===== src/rtl/core/ipr_pkg.sv =====
`timescale 1ns / 1ps
// ----------------------------------------------------------------------------
// Isolated pixel removal package
// Shared types and constants for the isolated pixel removal block.
// ----------------------------------------------------------------------------
package ipr_pkg;

    localparam int FW_W       = 12;
    localparam int FH_W       = 13;
    localparam int ROW_W      = 12;
    localparam int CFG_IDX_W  = 4;
    localparam int CFG_DATA_W = 13;

    localparam logic [FW_W-1:0] FRAME_WIDTH_RST  = 12'd640;
    localparam logic [FH_W-1:0] FRAME_HEIGHT_RST = 13'd480;
    localparam logic [FH_W-1:0] HEIGHT_LIMIT     = 13'd4096;

    localparam logic KIND_PIXEL = 1'b0;
    localparam logic KIND_FLUSH = 1'b1;

    localparam int         WIN_CENTER        = 4;
    localparam logic [8:0] WIN_NEIGHBOR_MASK = 9'h1EF;

    localparam int OUT_DEPTH = 4;
    localparam int OUT_PTR_W = 2;
    localparam int OUT_CNT_W = 3;

    typedef enum logic [CFG_IDX_W-1:0] {
        REG_FRAME_WIDTH  = 4'd0,
        REG_FRAME_HEIGHT = 4'd1
    } cfg_reg_t;

    typedef struct packed {
        logic px;
        logic top_en;
        logic mid_en;
        logic wr;
        logic at_edge;
        logic at_col0;
        logic res;
        logic last;
        logic extra;
        logic clr;
    } ipr_op_t;

    typedef struct packed {
        logic pixel_out;
        logic frame_last;
    } ipr_res_t;

endpackage


===== src/rtl/core/ipr_seq.sv =====
`timescale 1ns / 1ps
// ----------------------------------------------------------------------------
// Isolated pixel removal sequencer
// Frame registers, raster/flush counters; one op per item but a stray flush.
// ----------------------------------------------------------------------------
module ipr_seq #(
    parameter int MAX_WIDTH = 2048
) (
    input  logic                           clk,
    input  logic                           rst_n,
    input  logic                           cfg_wr,
    input  logic [ipr_pkg::CFG_IDX_W-1:0]  cfg_index,
    input  logic [ipr_pkg::CFG_DATA_W-1:0] cfg_data,
    input  logic                           accept,
    input  logic                           kind,
    input  logic                           pixel_in,
    output logic [$clog2(MAX_WIDTH)-1:0]   rd_idx,
    output logic                           op_valid,
    output ipr_pkg::ipr_op_t               op,
    output logic [$clog2(MAX_WIDTH)-1:0]   op_idx
);
    import ipr_pkg::*;

    localparam int COL_W  = $clog2(MAX_WIDTH);
    localparam int WID_W  = $clog2(MAX_WIDTH + 1);
    localparam int PEND_W = $clog2(MAX_WIDTH + 2);

    logic [FW_W-1:0]   fw_reg;
    logic [FH_W-1:0]   fh_reg;
    logic [WID_W-1:0]  w_used;
    logic [FH_W-1:0]   h_used;
    logic [COL_W-1:0]  col_reg, col_next;
    logic [ROW_W-1:0]  row_reg, row_next;
    logic [PEND_W-1:0] pend_reg, pend_next;
    logic              col_end, row_end, last;
    logic              op_valid_reg, op_valid_next;
    ipr_op_t           op_reg, op_next;
    logic [COL_W-1:0]  op_idx_reg;

    always_ff @(posedge clk or negedge rst_n)
    begin
        if (!rst_n)
        begin
            fw_reg <= FRAME_WIDTH_RST;
            fh_reg <= FRAME_HEIGHT_RST;
        end
        else if (cfg_wr)
        begin
            unique case (cfg_index)
                REG_FRAME_WIDTH:  fw_reg <= cfg_data[FW_W-1:0];
                REG_FRAME_HEIGHT: fh_reg <= cfg_data[FH_W-1:0];
                default:          ;
            endcase
        end
    end

    always_comb
    begin
        if (fw_reg == '0)
            w_used = WID_W'(1);
        else if (32'(fw_reg) > MAX_WIDTH)
            w_used = WID_W'(MAX_WIDTH);
        else
            w_used = WID_W'(fw_reg);

        if (fh_reg == '0)
            h_used = FH_W'(1);
        else if (fh_reg > HEIGHT_LIMIT)
            h_used = HEIGHT_LIMIT;
        else
            h_used = fh_reg;
    end

    assign col_end = (WID_W'(col_reg) + WID_W'(1)) >= w_used;
    assign row_end = (FH_W'(row_reg) + FH_W'(1)) >= h_used;
    assign last    = pend_reg == PEND_W'(1);

    always_comb
    begin
        col_next      = col_reg;
        row_next      = row_reg;
        pend_next     = pend_reg;
        op_valid_next = 1'b0;
        op_next       = '0;
        if (accept)
        begin
            if (pend_reg == '0)
            begin
                if (kind == KIND_PIXEL)
                begin
                    op_valid_next  = 1'b1;
                    op_next.px     = pixel_in;
                    op_next.top_en = row_reg >= ROW_W'(2);
                    op_next.mid_en = row_reg != '0;
                    op_next.wr     = 1'b1;
                    op_next.at_edge = col_reg == '0;
                    op_next.at_col0 = col_reg == '0;
                    op_next.res    = (row_reg != '0 && col_reg != '0)
                                     || (row_reg >= ROW_W'(2) && col_reg == '0);
                    if (col_end)
                    begin
                        col_next = '0;
                        if (row_end)
                        begin
                            pend_next = PEND_W'(w_used) + PEND_W'(1);
                            if (row_reg == '0)
                            begin
                                op_next.extra = 1'b1;
                                col_next  = (w_used > WID_W'(1)) ? COL_W'(1) : '0;
                                pend_next = PEND_W'(w_used);
                            end
                        end
                        else
                            row_next = row_reg + ROW_W'(1);
                    end
                    else
                        col_next = col_reg + COL_W'(1);
                end
            end
            else
            begin
                op_valid_next   = 1'b1;
                op_next.top_en  = row_reg != '0;
                op_next.mid_en  = 1'b1;
                op_next.at_edge = (col_reg == '0) || last;
                op_next.at_col0 = col_reg == '0;
                op_next.res     = 1'b1;
                op_next.last    = last;
                op_next.clr     = last;
                pend_next       = pend_reg - PEND_W'(1);
                if (last)
                begin
                    row_next = '0;
                    col_next = '0;
                end
                else
                    col_next = col_end ? '0 : col_reg + COL_W'(1);
            end
        end
    end

    always_ff @(posedge clk or negedge rst_n)
    begin
        if (!rst_n)
        begin
            col_reg      <= '0;
            row_reg      <= '0;
            pend_reg     <= '0;
            op_valid_reg <= 1'b0;
        end
        else
        begin
            col_reg      <= col_next;
            row_reg      <= row_next;
            pend_reg     <= pend_next;
            op_valid_reg <= op_valid_next;
        end
    end

    always_ff @(posedge clk)
    begin
        if (op_valid_next)
        begin
            op_reg     <= op_next;
            op_idx_reg <= col_reg;
        end
    end

    assign rd_idx   = col_reg;
    assign op_valid = op_valid_reg;
    assign op       = op_reg;
    assign op_idx   = op_idx_reg;

endmodule


===== config.mk =====
export PLATFORM = sky130hd
export DESIGN_NAME = ipr_seq
export DESIGN_NICKNAME = d
export VERILOG_FILES = /design/src/rtl/core/ipr_pkg.sv /design/src/rtl/core/ipr_seq.sv
export SDC_FILE = /design/constraint.sdc
export NUM_CORES = 1
export LEC_CHECK = 0
export BUFFER_PORTS_ARGS = -buffer_cell sky130_fd_sc_hd__buf_4
export CORE_MARGIN = 2
export CORE_UTILIZATION = 49
export CTS_CLUSTER_DIAMETER = 120
export CTS_CLUSTER_SIZE = 8
export DETAILED_ROUTE_END_ITERATION = 8
export GPL_ROUTABILITY_DRIVEN = 0
export PLACE_DENSITY = 0.68
export SLEW_MARGIN = 5
export SYNTH_ARGS = -nofsm -noshare
export SYNTH_HDL_FRONTEND = slang
export SYNTH_SLANG_ARGS = --single-unit

===== constraint.sdc =====
create_clock -name clk -period 4.4 [get_ports clk]
set_input_delay 1.32 -clock clk [delete_from_list [all_inputs] [get_ports clk]]
set_output_delay 1.32 -clock clk [all_outputs]
set_load 0.02 [all_outputs]

Yosys cells after proc, flatten, opt, wreduce, memory -nomap -nowiden:

Index checks and enable logic that the tools add are counted.

* reduce and logical (&&, ||, !) cells: 22
* bitwise logic cells: 4
* muxes and demuxes: 29
* add/subtract/negate cells: 6
* magnitude comparators: 6
* equal/unequal tests: 6

Operator list (number)
* two-way mux 12 bit: 12
* two-way mux 11 bit: 5
* logical NOT 12 bit: 3
* two-way mux 13 bit: 2
* adder 12 x 1 -> 12 bit, second input constant: 2
* adder 12 x 1 -> 13 bit, second input constant: 1
* >= comparator 13 bit: 1
* greater-than comparator 13 bit, second input constant: 1
* logical NOT 13 bit: 1
* adder 11 x 1 -> 12 bit, second input constant: 1
* == test 12 x 1 -> 1 bit, second input constant: 1
* >= comparator 12 bit: 1
* >= comparator 12 x 2 -> 1 bit, second input constant: 1
* greater-than comparator 12 x 1 -> 1 bit, second input constant: 1
* greater-than comparator 12 bit, second input constant: 1
* nonzero test 12 bit: 1
* subtractor 12 x 1 -> 12 bit, second input constant: 1
* adder 11 x 1 -> 11 bit, second input constant: 1
* logical NOT 11 bit: 1
* nonzero test 11 bit: 1
* != test 2 bit, second input constant: 4
* AND reduction 2 bit: 4
* two-way mux 1 bit: 7
* two-way mux 6 bit: 1
* 13 further kinds: 18

* output and inout port bits: 33
* logic and storage cells: 89
* bits in registers: 81

Longest topological paths before layout:

Gate-level depths: netlist (run 1).

* depth in word-level cells: 10
* mapped depth: 13
* depth with buffers taken out: 12

Least setup slack after synthesis (run 1):

No wires, ideal clock.

* path kind: register to register
* start: register col_reg[2], in the netlist rd_idx[2]
* end: register pend_reg[6]
* slack: 1.177 ns
* cell stages (with the launch flop): 14
* path buffers: 2
* clock period less this slack: 3.223 ns
* data arrival time: 3.113 ns
* library setup time: 0.110 ns
* cell sequence: dfrtp_1 > clkbuf_1 > nand3_1 > nor2_1 > nand3_1 > xnor2_1 > ha_1 > nand4_1 > nor2_1 > a21oi_1 > a21oi_1 > clkbuf_1 > nand2_1 > o41ai_1

* cells in the longest elaborated chain, start to end: 4

RTL lines
* start: declaration: line ipr_seq.sv:32 `logic [COL_W-1:0] col_reg, col_next;`
* start signal: assignment: line ipr_seq.sv:153 `col_reg <= col_next;`
* adder 11 x 1 -> 12 bit: line ipr_seq.sv:74 `assign col_end = (WID_W'(col_reg) + WID_W'(1)) >= w_used;`
* >= comparator 12 bit: line ipr_seq.sv:74
* != test 2 bit (no source line)
* AND reduction 4 bit (no source line)
* end signal: assignment: line ipr_seq.sv:155 `pend_reg <= pend_next;`
* end: declaration: line ipr_seq.sv:34 `logic [PEND_W-1:0] pend_reg, pend_next;`

Every way passes these cells.
A chain may end at the register's enable or synchronous reset.

Final worst setup path (run 1):

* start: register row_reg[1]
* end: register row_reg[8]

* cells in the longest elaborated chain, start to end: 5
* elaborated cells between the ends (all ways): 9
* classes of those cells: add/sub (2); order compare (1); eq/ne (1); mux (4); reduce/logical (1)

RTL lines
* start: declaration: line ipr_seq.sv:33 `logic [ROW_W-1:0] row_reg, row_next;`
* start signal: assignment: line ipr_seq.sv:154 `row_reg <= row_next;`
* parallel branches: the longest is 5 deep, another holds adder 12 x 1 -> 13 bit

Several ways; the timed one is not identified. The select of a mux whose other input is x is not followed.

==> flow_metrics.env, run 1 <==
export IMPL_fmax_mhz=268
export IMPL_clockRootBuffer="clkbuf_8"
export IMPL_tightest_slew_ns=0.800
export IMPL_clockBufferDepth=2
export IMPL_cp_start_kind="flop"
export IMPL_yosysSeqAreaShare_pct=41.0
export IMPL_slew_violations=0
export IMPL_ctsResizeCount=0
export IMPL_vias=4392
export IMPL_synth_avg_cell_area_um2=9.61
export IMPL_max_cap_viol_count=0
export IMPL_end_kind="flop"
export IMPL_min_from="fh_reg[0]"
export IMPL_cts_tree="done"
export IMPL_synth_area_mm2=0.00520
export IMPL_drive_gt1_share_pct=19.3
export IMPL_p_clk_share_pct=15.0
export IMPL_comb_power_share_pct=44.9
export IMPL_ys_warn_count=0
export IMPL_hold_path_class="reg -> reg"
export IMPL_die_area_mm2=0.0115
export IMPL_start_util_pct=50.4
export IMPL_power_uw=3120
export IMPL_path_class="reg -> reg"
export IMPL_crit_fanout=12
export IMPL_placementRows=37
export IMPL_reg2reg_depth=11
export IMPL_grt_pass1_wl_mm=20.6
export IMPL_syn_nets=599
export IMPL_clock_sinks=81
export IMPL_r2r_end="row_reg[8]"
export IMPL_antenna_found_initial=0
export IMPL_wl_mm=12.8
export IMPL_clkTransAtPathRegs_ns=0.08
export IMPL_num_antenna_cells=0
export IMPL_seqPwrFrac_pct=40.1
export IMPL_relSlewSlack_pct=46.2
export IMPL_internal_power_uw=1760
export IMPL_dr_pass1_iters=5
export IMPL_wire_per_inst_um=17.4
export IMPL_synth_seq_cells=81
export IMPL_multiInputGateArea_mm2=0.00288
export IMPL_largest_reg_flops=13
export IMPL_peakVddDrop_mv=0.250
export IMPL_num_io_pins=56
export IMPL_grt_max_degree=62
export IMPL_regArea_mm2=0.00213
export IMPL_power_density_mw_per_mm2=530
export IMPL_fillerInstances=931
export IMPL_die_h_um=107
export IMPL_hold_depth=1
export IMPL_fin_crit_ns=3.73
export IMPL_place_inst=716
export IMPL_setup_viol=0
export IMPL_post_cts_buffers=0
export IMPL_final_cells=732
export IMPL_drc=0
export IMPL_fin_util_pct=57.1
export IMPL_outcome="complete, no violations"
export IMPL_switching_power_uw=1360
export IMPL_final_hold_violation_count=0
export IMPL_coreArea_mm2=0.0103
export IMPL_cts_buffers=9
export IMPL_synth_top_flop_cell="dfrtp_1"
export IMPL_die_width_um=107
export IMPL_holdPathEnd="fh_reg[0]"
export IMPL_drtAntennaViolNets=0
export IMPL_place_hpwl_mm=9.46
export IMPL_switching_share_pct=43.5
export IMPL_async_flop_share_pct=75.3
export IMPL_h_tree_depth=3
export IMPL_syn_to_final_growth_pct=13.3
export IMPL_r2r_slack_ns=0.67
export IMPL_rsz0062_at_grt="false"
export IMPL_fin_nets=649
export IMPL_synth_edf_count=20
export IMPL_required_ns=4.64
export IMPL_first_global_vias=4099
export IMPL_clock_skew_final_ns=0.0108
export IMPL_postCtsHoldBufs=0
export IMPL_portBuffers=55
export IMPL_yosysUniqueCellTypes=72
export IMPL_clk_insertion_delay_late_ns=0.36
export IMPL_grt_use_total_pct=22.9
export IMPL_drt_iter0_drc=305
export IMPL_worstPathArrival_ns=3.97
export IMPL_fin_crit_sh_pct=84.8
export IMPL_synth_cells=541
export IMPL_leakagePower_uw=0.00256
export IMPL_overflow=0
export IMPL_finalSetupTns_ns=0
export IMPL_regToRegStartpoint="row_reg[1]"
export IMPL_viasPerCell=6.00
area by class of cell:
cell class                      instances  area share [%]
Timing Repair Buffer                   59            7.51
Inverter                               27            1.72
Sequential cell                        81            36.2
Multi-Input combinational cell        413            48.9
Clock buffer                           10            2.17
Tap cell                              136            2.89
Clock inverter                          6           0.594
worst max path at each step:
stage,slack [ns],cells after the start,start,end
after global routing,0.42,11,row_reg[1],row_reg[6]
final,0.67,11,row_reg[1],row_reg[8]
after global placement,0.90,11,row_reg[1],row_reg[8]
after detailed placement,0.75,11,row_reg[1],row_reg[6]
after CTS,0.74,11,row_reg[1],row_reg[8]
after floorplan,1.18,13,rd_idx[2],pend_reg[6]
cell families (layout without fill, tap and decap cells):
| family | Yosys count | count (layout) | synth area share, % |
|---|---|---|---|
| and+or+nand+nor | 221 | 221 | 22.5 |
| AOI/OAI and AO/OA | 98 | 98 | 13.2 |
| DFF | 81 | 81 | 41.0 |
| buffers and inverters | 47 | 102 | 3.66 |
| adders and majority gates | 35 | 35 | 8.42 |
| xor gates and xnor gates | 30 | 30 | 5.05 |
| muxes | 29 | 29 | 6.13 |
synth_stat cells, types with 4 or more instances:
cell,instances,area (um2)
xnor2_1,19,166
dfstp_2,6,158
o211ai_1,4,30.0
nand2_1,69,259
o31ai_1,7,52.6
nor2b_1,5,31.3
nand3_1,25,125
a31oi_1,7,43.8
o21ai_0,15,75.1
inv_1,26,97.6
mux2_2,23,259
mux2i_1,6,60.1
nor4_1,9,56.3
nand4_1,12,75.1
dfrtp_1,55,1380
a21oi_1,24,120
a211oi_1,4,30.0
and2_1,5,31.3
and3_1,12,75.1
nor3_1,21,105
xor2_1,11,96.3
edfxtp_1,20,601
or3_1,6,37.5
nor2_1,29,109
and4_1,7,61.3
ha_1,35,438
clkbuf_1,15,56.3
power groups by stage:
stage	Clock, uW	Sequential (uW)	Combinational (uW)
after floorplan	0	1240	972
after global placement	0	1250	1340
after detailed placement	0	1260	1380
after CTS	480	1240	1390
after global routing	514	1280	1560
final	469	1250	1400
per-stage QoR:
step | setup slack, ns | instance area, um2 | hold slack [ns]
2_1_floorplan | 1.18 | 5200 | 0.480
3_3_place_gp | 0.899 | 5730 | 0.503
3_5_place_dp | 0.751 | 5730 | 0.505
4_1_cts | 0.742 | 5890 | 0.527
5_1_grt | 0.417 | 5890 | 0.547
6_report | 0.670 | 5890 | 0.525
placed cells by master, fill, tap and decap left out, types with 8 or more instances in the layout:
cell | synthesis | layout
nand3_1 | 25 | 25
and3_1 | 12 | 12
nor2_1 | 29 | 29
nor4_1 | 9 | 8
dfrtp_1 | 55 | 55
buf_4 | 1 | 59
xnor2_1 | 19 | 19
o21ai_0 | 15 | 15
edfxtp_1 | 20 | 20
nor3_1 | 21 | 21
clkbuf_8 | 0 | 9
nand4_1 | 12 | 12
a21oi_1 | 24 | 24
inv_1 | 26 | 26
mux2_2 | 23 | 23
xor2_1 | 11 | 11
ha_1 | 35 | 35
nand2_1 | 69 | 69
worst max-delay path, cell delays in order (launching register included):
cell and delay (ns):
dfrtp_1 0.43, ha_1 0.27, nand3_1 0.16, nor3_1 0.48, and3_1 0.25, xnor2_1 0.15
ha_1 0.29, a21oi_1 0.15, o21ai_0 0.16, o41ai_4 0.75, a21oi_1 0.15, or3_1 0.38
routing by layer:
metal | track usage, % | vias to the layer above | part of all wire, %
li1 | - | 2088 | -
met1 | 30.2 | 2112 | 45
met2 | 37.4 | 164 | 47
met3 | 3.40 | 28 | 5.7
met4 | 9.55 | 0 | 2.5
met5 | 0 | - | 0
(Power assumes the default switching activity.)
==> run 2, diff against run 1 <==
--- a/config.mk
+++ b/config.mk
@@ -5,6 +5,7 @@
 export SDC_FILE = /design/constraint.sdc
 export NUM_CORES = 1
 export LEC_CHECK = 0
+export ABC_AREA = 1
 export BUFFER_PORTS_ARGS = -buffer_cell sky130_fd_sc_hd__buf_4
 export CORE_MARGIN = 2
 export CORE_UTILIZATION = 49
@@ -12,7 +13,7 @@
 export CTS_CLUSTER_SIZE = 8
 export DETAILED_ROUTE_END_ITERATION = 8
 export GPL_ROUTABILITY_DRIVEN = 0
-export PLACE_DENSITY = 0.68
+export PLACE_DENSITY = 0.71
 export SLEW_MARGIN = 5
 export SYNTH_ARGS = -nofsm -noshare
 export SYNTH_HDL_FRONTEND = slang
==> constraint.sdc (replaced) <==
create_clock -name clk -period 3.1 [get_ports clk]
set_input_delay 0.93 -clock clk [delete_from_list [all_inputs] [get_ports clk]]
set_output_delay 0.93 -clock clk [all_outputs]
set_load 0.02 [all_outputs]
==> run 2 against run 1 <==
  * Maximum frequency grew 23%
  * Routed wire length hardly changed
  * Final cell count is 21% higher
  * Critical path depth grew 6
  * First-iteration DRC count shrank 12%
  * Total power increased by 32%
  * Non-clock buffer count increased by 27
  * Utilization grew 4.7 points
==> flow_metrics.env, run 2 <==
export IMPL_h_tree_depth=3
export IMPL_required_ns=3.39
export IMPL_synth_cells=664
export IMPL_die_h_um=107
export IMPL_yosysUniqueCellTypes=40
export IMPL_peakVddDrop_mv=0.400
export IMPL_clk_insertion_delay_late_ns=0.38
export IMPL_die_width_um=107
export IMPL_slew_violations=0
export IMPL_fin_util_pct=61.8
export IMPL_drc=0
export IMPL_die_area_mm2=0.0115
export IMPL_cts_buffers=9
export IMPL_ys_warn_count=0
export IMPL_power_uw=4110
export IMPL_synth_edf_count=20
export IMPL_end_kind="flop"
export IMPL_fmax_mhz=329
export IMPL_fin_crit_ns=3.04
export IMPL_coreArea_mm2=0.0104
export IMPL_overflow=0
export IMPL_place_inst=855
export IMPL_clock_skew_final_ns=0.0119
export IMPL_crit_fanout=6
export IMPL_synthTopCellsByArea="dfrtp_1 26%, edfxtp_1 11%, nand2_1 11%"
export IMPL_drt_iter0_drc=269
export IMPL_largest_reg_flops=13
export IMPL_grt_pass1_wl_mm=20.1
export IMPL_num_io_pins=56
export IMPL_multiInputGateArea_mm2=0.00281
export IMPL_worstPathArrival_ns=3.32
export IMPL_cts_tree="done"
export IMPL_wire_per_inst_um=14.4
export IMPL_fin_crit_sh_pct=97.9
export IMPL_final_hold_violation_count=0
export IMPL_switching_share_pct=41.7
export IMPL_num_antenna_cells=0
export IMPL_path_class="reg -> reg"
export IMPL_place_hpwl_mm=9.33
export IMPL_clockBufferDepth=2
export IMPL_antenna_found_initial=0
export IMPL_p_clk_share_pct=16.7
export IMPL_fillerInstances=936
export IMPL_relSlewSlack_pct=46.5
export IMPL_clock_sinks=81
export IMPL_first_global_vias=4197
export IMPL_clkTransAtPathRegs_ns=0.08
export IMPL_seqPwrFrac_pct=37.5
export IMPL_synth_top_area_cell="dfrtp_1"
export IMPL_syn_nets=722
export IMPL_drtAntennaViolNets=0
export IMPL_tightest_slew_ns=0.803
export IMPL_setup_viol=0
export IMPL_synth_top_cell_area_share_pct=26.3
export IMPL_cp_start_kind="flop"
export IMPL_final_cells=887
export IMPL_synth_area_mm2=0.00524
export IMPL_hold_path_class="reg -> reg"
export IMPL_internal_power_uw=2400
export IMPL_clockRootBuffer="clkbuf_8"
export IMPL_synth_seq_cells=81
export IMPL_syn_to_final_growth_pct=22.2
export IMPL_regArea_mm2=0.00214
export IMPL_switching_power_uw=1720
export IMPL_placementRows=37
export IMPL_fin_area_mm2=0.00641
export IMPL_hold_depth=2
export IMPL_viasPerCell=5.26
export IMPL_outcome="complete, no violations"
export IMPL_grt_use_total_pct=22.4
export IMPL_synth_avg_cell_area_um2=7.89
export IMPL_async_flop_share_pct=75.3
export IMPL_wl_mm=12.7
export IMPL_dpl_cell_area_mm2=0.00589
export IMPL_drive_gt1_share_pct=24.0
export IMPL_power_density_mw_per_mm2=642
export IMPL_max_cap_viol_count=0
export IMPL_postCtsHoldBufs=0
export IMPL_yosysSeqAreaShare_pct=40.7
export IMPL_dr_pass1_iters=6
export IMPL_vias=4667
export IMPL_reg2reg_depth=17
export IMPL_yosysMostFrequentCell="nand2_1"
export IMPL_comb_power_share_pct=45.7
export IMPL_grt_max_degree=62
export IMPL_leakagePower_uw=0.00321
export IMPL_fin_nets=804
export IMPL_layout_cells_most_common="nand2_1"
export IMPL_final_cell_mix="149 x nand2_1, 93 x inv_1, 77 x buf_4, 52 x dfrtp_1, 49 x o21ai_0"
export IMPL_synth_top_flop_cell="dfrtp_1"
export IMPL_start_util_pct=50.5
export IMPL_synth_common_cells="154 x nand2_1, 95 x inv_1, 55 x dfrtp_1"
export IMPL_portBuffers=55
==> run 2: power by group through the flow <==
stage                     clock [uW]  sequential [uW]  combinational [uW]
after floorplan                    0             1620                1080
after CTS                        704             1540                1750
after detailed placement           0             1560                1740
final                            689             1540                1880
after global routing             744             1570                2100
after global placement             0             1550                1680
==> run 2: timing repair <==
action / 4_1_cts / 5_1_grt
pin swaps: 0 / 28
setup buffers: 1 / 13
resized for setup: 2 / 43
gates cloned: 0 / 2
setup endpoints to repair: 14 / 29
==> run 2: kinds of logic (layout without fill, tap and decap cells) <==
kind of cell | after synthesis | in the layout | synth area share [%]
XOR/XNOR | 22 | 22 | 3.68
flip-flops | 81 | 81 | 40.7
AO/OA/AOI/OAI | 101 | 101 | 11.0
adder cells (fa/ha/maj) | 35 | 35 | 8.36
buffers and inverters | 115 | 202 | 9.02
AND/OR/NAND/NOR | 310 | 310 | 27.2
==> run 2: area by class of cell <==
cell class	instances	area share [%]
Multi-Input combinational cell	468	43.8
Timing Repair Buffer	86	11.6
Tap cell	136	2.66
Inverter	100	5.98
Clock inverter	5	0.508
Sequential cell	81	33.4
Clock buffer	11	2.05
==> run 2: layer usage <==
metal / vias up / global-route usage, % / part of all wire [%]
met3: 13 / 5.02 / 6.5
met5: - / 0 / 0
met4: 0 / 5.49 / 1.2
met1: 2178 / 32.8 / 46
li1: 2327 / - / -
met2: 149 / 33.9 / 47
==> run 2: worst max-delay path, stage by stage, from the launching register on <==
cell and delay (ns):
dfrtp_1 0.44, ha_4 0.18, nand2_4 0.06, nor2_4 0.12, nand4_1 0.15, nor2_2 0.17
buf_4 0.13, xor2_1 0.15, inv_1 0.10, ha_4 0.24, a21oi_1 0.15, o21ai_0 0.13
a21oi_2 0.19, nand4_2 0.13, a21oi_2 0.21, nand2_4 0.11, buf_4 0.16, o21ai_2 0.13
==> run 2: path summary, 6_finish.rpt <==
| path | end | slack, ns | start |
|---|---|---|---|
| max | row_reg[2] | 0.06 | row_reg[1] |
| min in group asynchronous | fw_reg[4] | 0.64 | rst_n |
| min | fw_reg[7] | 0.50 | fw_reg[7] |
| max reg2reg | row_reg[2] | 0.06 | row_reg[1] |
| max in group asynchronous | rd_idx[2] | 1.88 | rst_n |
| min reg2reg | fw_reg[7] | 0.50 | fw_reg[7] |
==> run 2: stage by stage <==
| stage | hold WS, ns | setup TNS [ns] | setup slack [ns] |
|---|---|---|---|
| 2_1_floorplan | 0.470 | 0 | 0.176 |
| 3_3_place_gp | 0.488 | 0 | 0.106 |
| 3_5_place_dp | 0.488 | -0.0904 | -0.0236 |
| 4_1_cts | 0.502 | 0 | 0.00550 |
| 5_1_grt | 0.522 | -1.69 | -0.0969 |
| 6_report | 0.501 | 0 | 0.0643 |
==> run 3, diff against run 2 <==
--- a/config.mk
+++ b/config.mk
@@ -8,12 +8,12 @@
 export ABC_AREA = 1
 export BUFFER_PORTS_ARGS = -buffer_cell sky130_fd_sc_hd__buf_4
 export CORE_MARGIN = 2
-export CORE_UTILIZATION = 49
+export CORE_UTILIZATION = 54
 export CTS_CLUSTER_DIAMETER = 120
 export CTS_CLUSTER_SIZE = 8
 export DETAILED_ROUTE_END_ITERATION = 8
 export GPL_ROUTABILITY_DRIVEN = 0
-export PLACE_DENSITY = 0.71
+export PLACE_DENSITY_LB_ADDON = 0.15
 export SLEW_MARGIN = 5
 export SYNTH_ARGS = -nofsm -noshare
 export SYNTH_HDL_FRONTEND = slang
==> constraint.sdc (replaced) <==
create_clock -name clk -period 3.1 [get_ports clk]
set_input_delay 0.93 -clock clk [delete_from_list [all_inputs] [get_ports clk]]
set_output_delay 0.93 -clock clk [all_outputs]
set_load 0.05 [all_outputs]
==> run 3 against run 2 <==
  * Via count up 0.71%
  * Final cell count down 0.68%
  * Sequential share of layout area up 0.22 points
  * Count of clock-buffer cells in the layout down 2
  * Critical path depth up 1
  * Maximum frequency up 1.8%
  * Highest routed layer unchanged
==> flow_metrics.env, run 3 (same netlist as run 2, synthesis figures left out) <==
export IMPL_r2r_end="pend_reg[10]"
export IMPL_fin_crit_sh_pct=96.2
export IMPL_crit_path_start="row_reg[6]"
export IMPL_fmax_mhz=335
export IMPL_leakagePower_uw=0.00321
export IMPL_crit_end="pend_reg[10]"
export IMPL_grt_pass1_wl_mm=20.9
export IMPL_slowest_stage="dfrtp_1"
export IMPL_first_global_vias=4505
export IMPL_clock_sinks=81
export IMPL_postCtsHoldBufs=0
export IMPL_seqPwrFrac_pct=36.5
export IMPL_clockRootBuffer="clkbuf_8"
export IMPL_worstPathArrival_ns=3.28
export IMPL_final_cell_mix="146 x nand2_1, 92 x inv_1, 83 x buf_4, 50 x o21ai_0, 50 x dfrtp_1"
export IMPL_start_util_pct=56.2
export IMPL_required_ns=3.40
export IMPL_die_h_um=103
export IMPL_placementRows=35
export IMPL_path_common_cell="nand2_2"
export IMPL_clockBufferDepth=2
export IMPL_antenna_found_initial=0
export IMPL_layout_cells_most_common="nand2_1"
export IMPL_wl_mm=12.8
export IMPL_peakVddDrop_mv=0.395
export IMPL_overflow=0
export IMPL_regToRegStartpoint="row_reg[6]"
export IMPL_wire_per_inst_um=14.6
export IMPL_fillerInstances=777
export IMPL_num_antenna_cells=0
export IMPL_h_tree_depth=3
export IMPL_die_area_mm2=0.0105
export IMPL_r2r_slack_ns=0.12
export IMPL_switching_share_pct=44.8
export IMPL_multiInputGateArea_mm2=0.00281
export IMPL_syn_to_final_growth_pct=21.6
export IMPL_drive_gt1_share_pct=25.1
export IMPL_clk_insertion_delay_late_ns=0.36
export IMPL_setup_viol=0
export IMPL_num_io_pins=56
export IMPL_path_class="reg -> reg"
export IMPL_grt_use_total_pct=25.2
export IMPL_final_cells=881
export IMPL_dr_pass1_iters=5
export IMPL_max_cap_viol_count=0
export IMPL_crit_fanout=8
export IMPL_viasPerCell=5.33
export IMPL_cts_buffers=9
export IMPL_hold_depth=2
export IMPL_vias=4700
export IMPL_place_inst=848
export IMPL_reg2reg_depth=18
export IMPL_drc=0
export IMPL_largest_reg_flops=13
export IMPL_min_from="fw_reg[7]"
export IMPL_grt_max_degree=62
export IMPL_hold_path_class="reg -> reg"
export IMPL_fin_util_pct=68.3
export IMPL_coreArea_mm2=0.00933
export IMPL_end_kind="flop"
export IMPL_portBuffers=55
export IMPL_fin_nets=805
export IMPL_clock_skew_final_ns=0.0116
export IMPL_relSlewSlack_pct=47.4
export IMPL_cp_start_kind="flop"
export IMPL_worstPathCellList="inv_1 > nor3_1 > nand2_2 > nor2_4 > nand3_1 > xor2_1 > inv_1 > ha_1 > nand2_2 > nor4_4 > nand2_1 > nand4_2 > nand2_2 > nor2_4 > buf_12 > buf_4 > nand3_1 > nand2_1"
export IMPL_outcome="complete, no violations"
export IMPL_drt_iter0_drc=262
export IMPL_power_uw=4260
export IMPL_p_clk_share_pct=16.8
export IMPL_final_hold_violation_count=0
export IMPL_slew_violations=0
export IMPL_fin_crit_ns=2.98
export IMPL_place_hpwl_mm=9.23
export IMPL_tightest_slew_ns=0.789
export IMPL_cts_tree="done"
export IMPL_worst_path_largest_cell_delay_ns=0.43
export IMPL_die_width_um=103
export IMPL_hold_ws_ns=0.518
export IMPL_comb_power_share_pct=46.6
export IMPL_regArea_mm2=0.00214
export IMPL_power_density_mw_per_mm2=668
export IMPL_clkTransAtPathRegs_ns=0.09
export IMPL_internal_power_uw=2350
export IMPL_drtAntennaViolNets=0
export IMPL_switching_power_uw=1910
run 3: cell types whose count changed in the layout (fill, tap and decap cells not counted), sizes merged:
cell / previous run / this run
inv: 100 / 102
clkinvlp: 3 / 2
buf: 84 / 86
clkinv: 2 / 3
clkbuf: 13 / 10
run 3: area by class of cell:
cell class	count	area share (%)
multi-input combinational	468	44.1
sequential	81	33.6
timing repair buffer	87	11.0
inverter	100	6.01
tap	129	2.53
clock buffer	9	1.94
clock inverter	7	0.844
run 3: worst min-delay path by stage:
stage / slack (ns) / end
3_3_place_gp: 0.48 / op_idx[1]
5_1_grt: 0.53 / fw_reg[7]
2_1_floorplan: 0.47 / fh_reg[0]
6_report: 0.52 / fw_reg[7]
3_5_place_dp: 0.49 / op_idx[1]
4_1_cts: 0.51 / op_idx[1]
run 3: power groups by stage:
stage,combinational (uW),clock (uW),sequential [uW]
6_report,1990,717,1550
5_1_grt,2230,781,1580
4_1_cts,1860,731,1540
3_5_place_dp,1840,0,1560
3_3_place_gp,1790,0,1550
2_1_floorplan,1080,0,1810
run 3: critical path: cells and delay by family, from the launching register on:
kind / cells / cell delay [ns]
AND/OR/NAND/NOR: 12 / 1.60
buffers and inverters: 4 / 0.41
XOR/XNOR: 1 / 0.15
adder cells (fa/ha/maj): 1 / 0.31
flip-flops: 1 / 0.43
run 3: routing by layer:
layer	GRT usage [%]	share of wire (%)
met4	7.59	1.4
met1	33.4	45
met3	4.07	4.2
met5	0	0
met2	42.9	50
run 3: through the flow:
stage / worst slack (ns) / area, um2 / setup TNS [ns]
floorplan: 0.106 / 5240 / 0
global placement: 0.0726 / 5860 / 0
detailed placement: -0.0832 / 5860 / -0.731
CTS: 0.0140 / 6070 / 0
global route: -0.0199 / 6370 / -0.113
finish: 0.117 / 6370 / 0
run 3: what timing repair did:
action                     in CTS  in global routing
setup buffers                   1                 15
setup endpoints to repair      14                 35
gates cloned                    0                  1
pin swaps                       0                 25
gates resized for setup         4                 42
